## src/hw/rtl/stpg_pkg.sv

```systemverilog
// ----------------------------------------------------------------------------
// stpg_pkg
// Types and constants shared by the speed-to-pulse generator.
// ----------------------------------------------------------------------------
package stpg_pkg;

  localparam int unsigned SpeedWidth = 16;
  localparam int unsigned PpmWidth   = 16;
  localparam int unsigned ProdWidth  = SpeedWidth + PpmWidth;
  localparam int unsigned NumWidth   = 28;
  localparam int unsigned StepCntW   = 5;
  localparam int unsigned CmpWidth   = ProdWidth + 1;

  localparam logic [NumWidth-1:0]   HalfPeriodNum   = 28'd180000000;
  localparam logic [SpeedWidth-1:0] StopSpeedMax    = 16'd3;
  localparam logic [15:0]           HalfPeriodReset = 16'd1000;
  localparam logic [PpmWidth-1:0]   PpmReset        = 16'd100;

  localparam logic ActTick  = 1'b0;
  localparam logic ActSpeed = 1'b1;

  typedef struct packed {
    logic                  action;
    logic [SpeedWidth-1:0] speed;
  } in_word_t;

  typedef struct packed {
    logic pulse_level;
    logic active;
  } out_word_t;

  typedef enum logic [1:0] {
    ST_IDLE,
    ST_MUL,
    ST_DIV,
    ST_SAT
  } stpg_state_e;

endpackage

```

## src/hw/rtl/speed_to_pulse_generator.sv

```systemverilog
// ----------------------------------------------------------------------------
// speed_to_pulse_generator
// Ground-speed pulse output: ticks advance a half-period counter that toggles the
// level; stop speeds halt it, others set the half period by serial division.
// ----------------------------------------------------------------------------
//  channel   direction  handshake                 payload
//  in        input      in_valid_i / in_ready_o   in_word_i  (action, speed)
//  out       output     out_valid_o / out_ready_i out_word_o (pulse_level, active)
//  cfg       input      cfg_we_i                  cfg_wdata_i (ppm)
//
//  A tick word or a stopping speed gives its result in the cycle after accept.
//  A running speed word passes a multiply state, 28 restoring divide steps
//  of one quotient bit each, and a saturation state.
//  One word is in work at a time; the output register frees the input side.
//  Reset: stopped, level low, half period 1000, 100 pulses per meter.
// ----------------------------------------------------------------------------
module speed_to_pulse_generator
  import stpg_pkg::*;
#(
  parameter int unsigned PERIOD_WIDTH = 28
) (
  input  logic                clk_i,
  input  logic                rst_ni,
  input  logic                in_valid_i,
  output logic                in_ready_o,
  input  in_word_t            in_word_i,
  output logic                out_valid_o,
  input  logic                out_ready_i,
  output out_word_t           out_word_o,
  input  logic                cfg_we_i,
  input  logic [PpmWidth-1:0] cfg_wdata_i
);

  localparam logic [PERIOD_WIDTH-1:0] PeriodMax = {PERIOD_WIDTH{1'b1}};

  stpg_state_e state_q, state_d;

  logic [PpmWidth-1:0]     ppm_q;
  logic [PERIOD_WIDTH-1:0] hp_q;
  logic [PERIOD_WIDTH-1:0] tick_q;
  logic                    run_q;
  logic                    level_q;
  logic [SpeedWidth-1:0]   speed_q;
  logic [ProdWidth-1:0]    prod_q;
  logic [ProdWidth-1:0]    rem_q;
  logic [NumWidth-1:0]     quo_q;
  logic [StepCntW-1:0]     step_q;
  logic                    out_valid_q;
  out_word_t               out_q;

  logic                    in_fire;
  logic                    out_free;
  logic                    is_stop;
  logic                    last_step;
  logic [PERIOD_WIDTH-1:0] tick_inc;
  logic                    wrap;
  logic [CmpWidth-1:0]     rem_sh;
  logic [CmpWidth-1:0]     div_x;
  logic                    ge;
  logic [CmpWidth-1:0]     diff;
  logic [CmpWidth-1:0]     q_x;
  logic [CmpWidth-1:0]     pmax_x;
  logic [PERIOD_WIDTH-1:0] sat_hp;

  assign out_free  = !out_valid_q || out_ready_i;
  assign in_fire   = in_valid_i && in_ready_o;
  assign is_stop   = in_word_i.speed <= StopSpeedMax;
  assign last_step = step_q == StepCntW'(NumWidth - 1);

  assign tick_inc = tick_q + PERIOD_WIDTH'(1);
  assign wrap     = tick_inc >= hp_q;

  assign rem_sh = {rem_q, quo_q[NumWidth-1]};
  assign div_x  = {1'b0, prod_q};
  assign ge     = rem_sh >= div_x;
  assign diff   = rem_sh - div_x;

  assign q_x    = CmpWidth'(quo_q);
  assign pmax_x = CmpWidth'(PeriodMax);

  always_comb begin
    if (prod_q == '0) begin
      sat_hp = PeriodMax;
    end else if (q_x > pmax_x) begin
      sat_hp = PeriodMax;
    end else if (quo_q == '0) begin
      sat_hp = PERIOD_WIDTH'(1);
    end else begin
      sat_hp = q_x[PERIOD_WIDTH-1:0];
    end
  end

  always_comb begin
    state_d = state_q;
    unique case (state_q)
      ST_IDLE: begin
        if (in_fire && in_word_i.action == ActSpeed && !is_stop) begin
          state_d = ST_MUL;
        end
      end
      ST_MUL: state_d = ST_DIV;
      ST_DIV: begin
        if (last_step) begin
          state_d = ST_SAT;
        end
      end
      ST_SAT: state_d = ST_IDLE;
      default: state_d = ST_IDLE;
    endcase
  end

  always_comb begin
    in_ready_o = 1'b0;
    unique case (state_q) inside
      ST_IDLE: in_ready_o = out_free;
      ST_MUL, ST_DIV, ST_SAT: in_ready_o = 1'b0;
      default: in_ready_o = 1'b0;
    endcase
  end

  always_ff @(posedge clk_i or negedge rst_ni) begin
    if (!rst_ni) begin
      state_q     <= ST_IDLE;
      ppm_q       <= PpmReset;
      hp_q        <= PERIOD_WIDTH'(HalfPeriodReset);
      tick_q      <= '0;
      run_q       <= 1'b0;
      level_q     <= 1'b0;
      out_valid_q <= 1'b0;
      out_q       <= '0;
    end else begin
      state_q <= state_d;
      if (cfg_we_i) begin
        ppm_q <= cfg_wdata_i;
      end
      if (out_valid_q && out_ready_i) begin
        out_valid_q <= 1'b0;
      end
      if (in_fire) begin
        if (in_word_i.action == ActTick) begin
          tick_q <= wrap ? '0 : tick_inc;
          out_valid_q       <= 1'b1;
          out_q.active      <= run_q;
          out_q.pulse_level <= (wrap && run_q) ? !level_q : level_q;
          if (wrap && run_q) begin
            level_q <= !level_q;
          end
        end else if (is_stop) begin
          run_q             <= 1'b0;
          level_q           <= 1'b0;
          out_valid_q       <= 1'b1;
          out_q.active      <= 1'b0;
          out_q.pulse_level <= 1'b0;
        end
      end
      if (state_q == ST_SAT) begin
        hp_q              <= sat_hp;
        run_q             <= 1'b1;
        out_valid_q       <= 1'b1;
        out_q.active      <= 1'b1;
        out_q.pulse_level <= level_q;
      end
    end
  end

  always_ff @(posedge clk_i) begin
    if (in_fire) begin
      speed_q <= in_word_i.speed;
    end
    if (state_q == ST_MUL) begin
      prod_q <= ProdWidth'(speed_q) * ProdWidth'(ppm_q);
      rem_q  <= '0;
      quo_q  <= HalfPeriodNum;
      step_q <= '0;
    end
    if (state_q == ST_DIV) begin
      rem_q  <= ge ? diff[ProdWidth-1:0] : rem_sh[ProdWidth-1:0];
      quo_q  <= {quo_q[NumWidth-2:0], ge};
      step_q <= step_q + StepCntW'(1);
    end
  end

  assign out_valid_o = out_valid_q;
  assign out_word_o  = out_q;

`ifndef SYNTHESIS
  a_busy_no_out: assert property (@(posedge clk_i) disable iff (!rst_ni)
    state_q != ST_IDLE |-> !out_valid_q)
    else $error("result pending while a speed word is in work");

  a_hp_nonzero: assert property (@(posedge clk_i) disable iff (!rst_ni)
    hp_q != '0)
    else $error("half period is zero");

  a_tick_below_hp: assert property (@(posedge clk_i) disable iff (!rst_ni)
    in_fire && in_word_i.action == ActTick |=> tick_q < hp_q)
    else $error("tick counter not below half period after a tick");

  a_stopped_low: assert property (@(posedge clk_i) disable iff (!rst_ni)
    !run_q |-> !level_q)
    else $error("level high while stopped");
`endif

endmodule
```

## config.mk

```make
export PLATFORM = sky130hd
export DESIGN_NAME = speed_to_pulse_generator
export DESIGN_NICKNAME = d
export VERILOG_FILES = /design/src/hw/rtl/stpg_pkg.sv /design/src/hw/rtl/speed_to_pulse_generator.sv
export SDC_FILE = /design/constraint.sdc
export NUM_CORES = 1
export LEC_CHECK = 0
export BUFFER_PORTS_ARGS = -buffer_cell sky130_fd_sc_hd__buf_4
export CAP_MARGIN = 20
export CORE_AREA = 4 4 170 172
export CTS_CLUSTER_SIZE = 28
export DETAILED_ROUTE_END_ITERATION = 10
export DIE_AREA = 0 0 174 176
export PLACE_DENSITY_LB_ADDON = 0.05
export SLEW_MARGIN = 20
export SYNTH_ARGS = -nofsm -noshare
export SYNTH_HDL_FRONTEND = slang
export SYNTH_SLANG_ARGS = --single-unit
```

## constraint.sdc

```tcl
create_clock -name clk_i -period 14.8 [get_ports clk_i]
set_clock_uncertainty 0.05 [all_clocks]
set_input_delay 0 -clock clk_i [delete_from_list [all_inputs] [get_ports clk_i]]
set_output_delay 0 -clock clk_i [all_outputs]
set_load 0.03 [all_outputs]
```

==> metrics.md <==
| Metric | Value |
|---|---|
| Max-slew violations | 0 |
| Wl on met1 | 18100 um |
| Vias in the first global route | 14700 |
| Rows | 61 |
| Clk slew on worst S/H paths | 0.08 ns |
| Critical path type | reg2reg |
| Number of routed nets with antenna violations | 0 |
| Vias | 13900 |
| Starting DRC count in detailed routing | 972 |
| Min Hold Slack | 0.228 ns |
| Die width | 174 um |
| Total negative setup slack | 0 ns |
| Area of the multi-input gates | 12000 um2 |
| Vias per cell | 5.85 |
| Clock sinks | 192 |
| Synth warnings | 0 |
| Initial DRT Pass Iterations | 5 |
| Area leader, netlist | fa_1 |
| Die Y | 176 um |
| Initial core utilization | 0.689 |
| Worst path max stage delay | 0.67 ns |
| Yosys top cell area share | 0.206 |
| Most frequent cells after synthesis | inv_1, nand2_1, fa_1 |
| Final Cell Area | 20500 um2 |
| Core Box Area | 27500 um2 |
| Worst path top cell family by delay | adder cells |
| Die Footprint | 30600 um2 |
| NumNets Final | 2413 |
| FF+latch area | 5380 um2 |
| Post-synthesis async set-or-reset flop share | 0.411 |
| Fill cell count | 1921 |
| Uppermost routed layer | met4 |
| H-tree Lvls | 4 |
| Buffers & Inverters on Critical Path | 4 |
| Post-synthesis cell count | 1962 |
| Crit-path cells | and2_1 > fa_1 > inv_1 > fa_1 > fa_1 > inv_1 > fa_1 > fa_1 > inv_1 > fa_1 > inv_1 > ha_1 > and3_1 > a31oi_1 > o21ai_0 > a31oi_1 > a211oi_1 > or2_2 > a211o_1 > a21oi_1 > xnor2_1 |
| Routed wire length | 43500 um |
| Final period utilization | 0.477 |
| GPL Wtd Cong | 0.940 |
| Syn Area/Cell | 9.65 um2 |
| Leading cell type by number of instances after synthesis | inv_1 |
| Status | finished, final reports clean |
| Setup violations, final | 0 |
| Max Root-Sink Buffers | 2 |
| Number of diodes | 0 |
| Post-Place Cell Area | 19400 um2 |
| Boundary Pins | 42 |
| Unrepaired setup endpoints after global routing | no |
| Req. time, crit path | 14.96 ns |
| Seq/Total Area, Yosys | 0.284 |
| Synth cell types | 63 |
| Worst relative slew slack | 0.421 |
| Initial antenna violation count | 0 |
| Syn Nets | 2366 |
| WL met2 | 21700 um |
| Mapped Area | 18900 um2 |
| Post-CTS setup buffers | 0 |
| Critical Path Start Type | flop |
| Ranking of synthesized cells by area | fa_1, edfxtp_1, ha_1 |
| EDFF count, synth | 113 |
| DR WL met3 | 2210 um |
| Pin count of the biggest net entering global routing | 67 |
| Worst-Skew Late Latency | 0.45 ns |
| I/O Buffers | 41 |
| First-pass GRT wire length | 72900 um |
| Root buffer cell | clkbuf_16 |
| CTS tree | yes |
| HPWL after DPL | 32700 um |
| Least-Margin Pin Slew | 0.868 ns |
| Max-cap viol count | 0 |
| Fraction of layout cells with a size suffix above 1 | 0.0598 |
| Main synth FF type | edfxtp_1 |
| Average wire per standard cell | 18.4 um |
| Worst-path fanout max | 16 |
| Total GRT Usage | 0.295 |
| CTS Buf Count | 17 |
| Min Tclk post-route | 7.06 ns |
| Most Frequent Cell on Critical Path | fa_1 |
| Worst path slowest cell | edfxtp_1 |
| Flops & latches, synth | 192 |
| Layout area overhead | 8.50% |
| Fin. Hold Viols | 0 |
| CP arrival | 7.21 ns |
| Fin util | 0.747 |
| DR DRC count | 0 |
| CP endpoint kind | flop |
| Remaining Overflow, GRT | 0 |
| Hold crit path type | in2reg |
| Achievable Freq | 142 MHz |
## cells in the final DEF, fill, tap and decap left out, drive strengths merged, types with 54 or more instances in the layout
cell	count
inv	327
nand2	210
fa	195
ha	171
and2	132
edfxtp	113
nor2	87
a21oi	71
dfrtp	70
o21ai	69
dlygate4sd3	54
## final cells by class
class / count / area share
multi-input combinational: 1373 / 0.585
sequential: 192 / 0.262
inverter: 320 / 0.0585
timing repair buffer: 105 / 0.0456
tap: 346 / 0.0211
clock buffer: 18 / 0.0209
clock inverter: 14 / 0.00689
## final timing paths
| path | startpoint | end | slack, ns | cells after the start |
|---|---|---|---|---|
| min | in_word_i[15] | speed_q[15] | 0.23 | 2 |
| max reg2reg | speed_q[8] | prod_q[28] | 7.74 | 21 |
| max in group asynchronous | rst_ni | ppm_q[15] | 13.39 | 4 |
| max | speed_q[8] | prod_q[28] | 7.74 | 21 |
| min in group asynchronous | rst_ni | hp_q[23] | 0.53 | 4 |
| min reg2reg | hp_q[21] | hp_q[21] | 0.46 | 1 |
## layer usage
metal,vias to the layer above,GRT usage
li1,6507,-
met2,442,0.512
met5,-,0
met1,6808,0.384
met4,0,0.108
met3,100,0.0398
## sequential cells by signal, summed over array words and instances, names as in the netlist, 5 cells and up
signal   cells
step_q       5
tick_q      28
rem_q       32
speed_q     16
prod_q      32
ppm_q       16
hp_q        28
quo_q       28
## through the flow
| step | instances | setup slack, ns |
|---|---|---|
| final | 2368 | 7.74 |
| after detailed placement | 2281 | 7.87 |
| after floorplan | 1962 | 8.36 |
| after CTS | 2368 | 7.83 |
| after global placement | 2281 | 8.06 |
| after global routing | 2368 | 7.57 |
## cells by family after synthesis
group,count (synthesis),synth area share
compound gates,284,0.0980
xor+xnor,79,0.0366
fa+ha+maj,366,0.319
buf+inv,397,0.0814
flops,192,0.284
mux,35,0.0196
simple gates,609,0.161
## what timing repair did
item                      CTS  global route
hold buffers               55             0
gates resized for setup     0             0
hold endpoints to repair   60             0
Power is left out: the tool's default activity adds up to more than one toggle a clock period on the data nets, which glitch-free logic cannot reach.
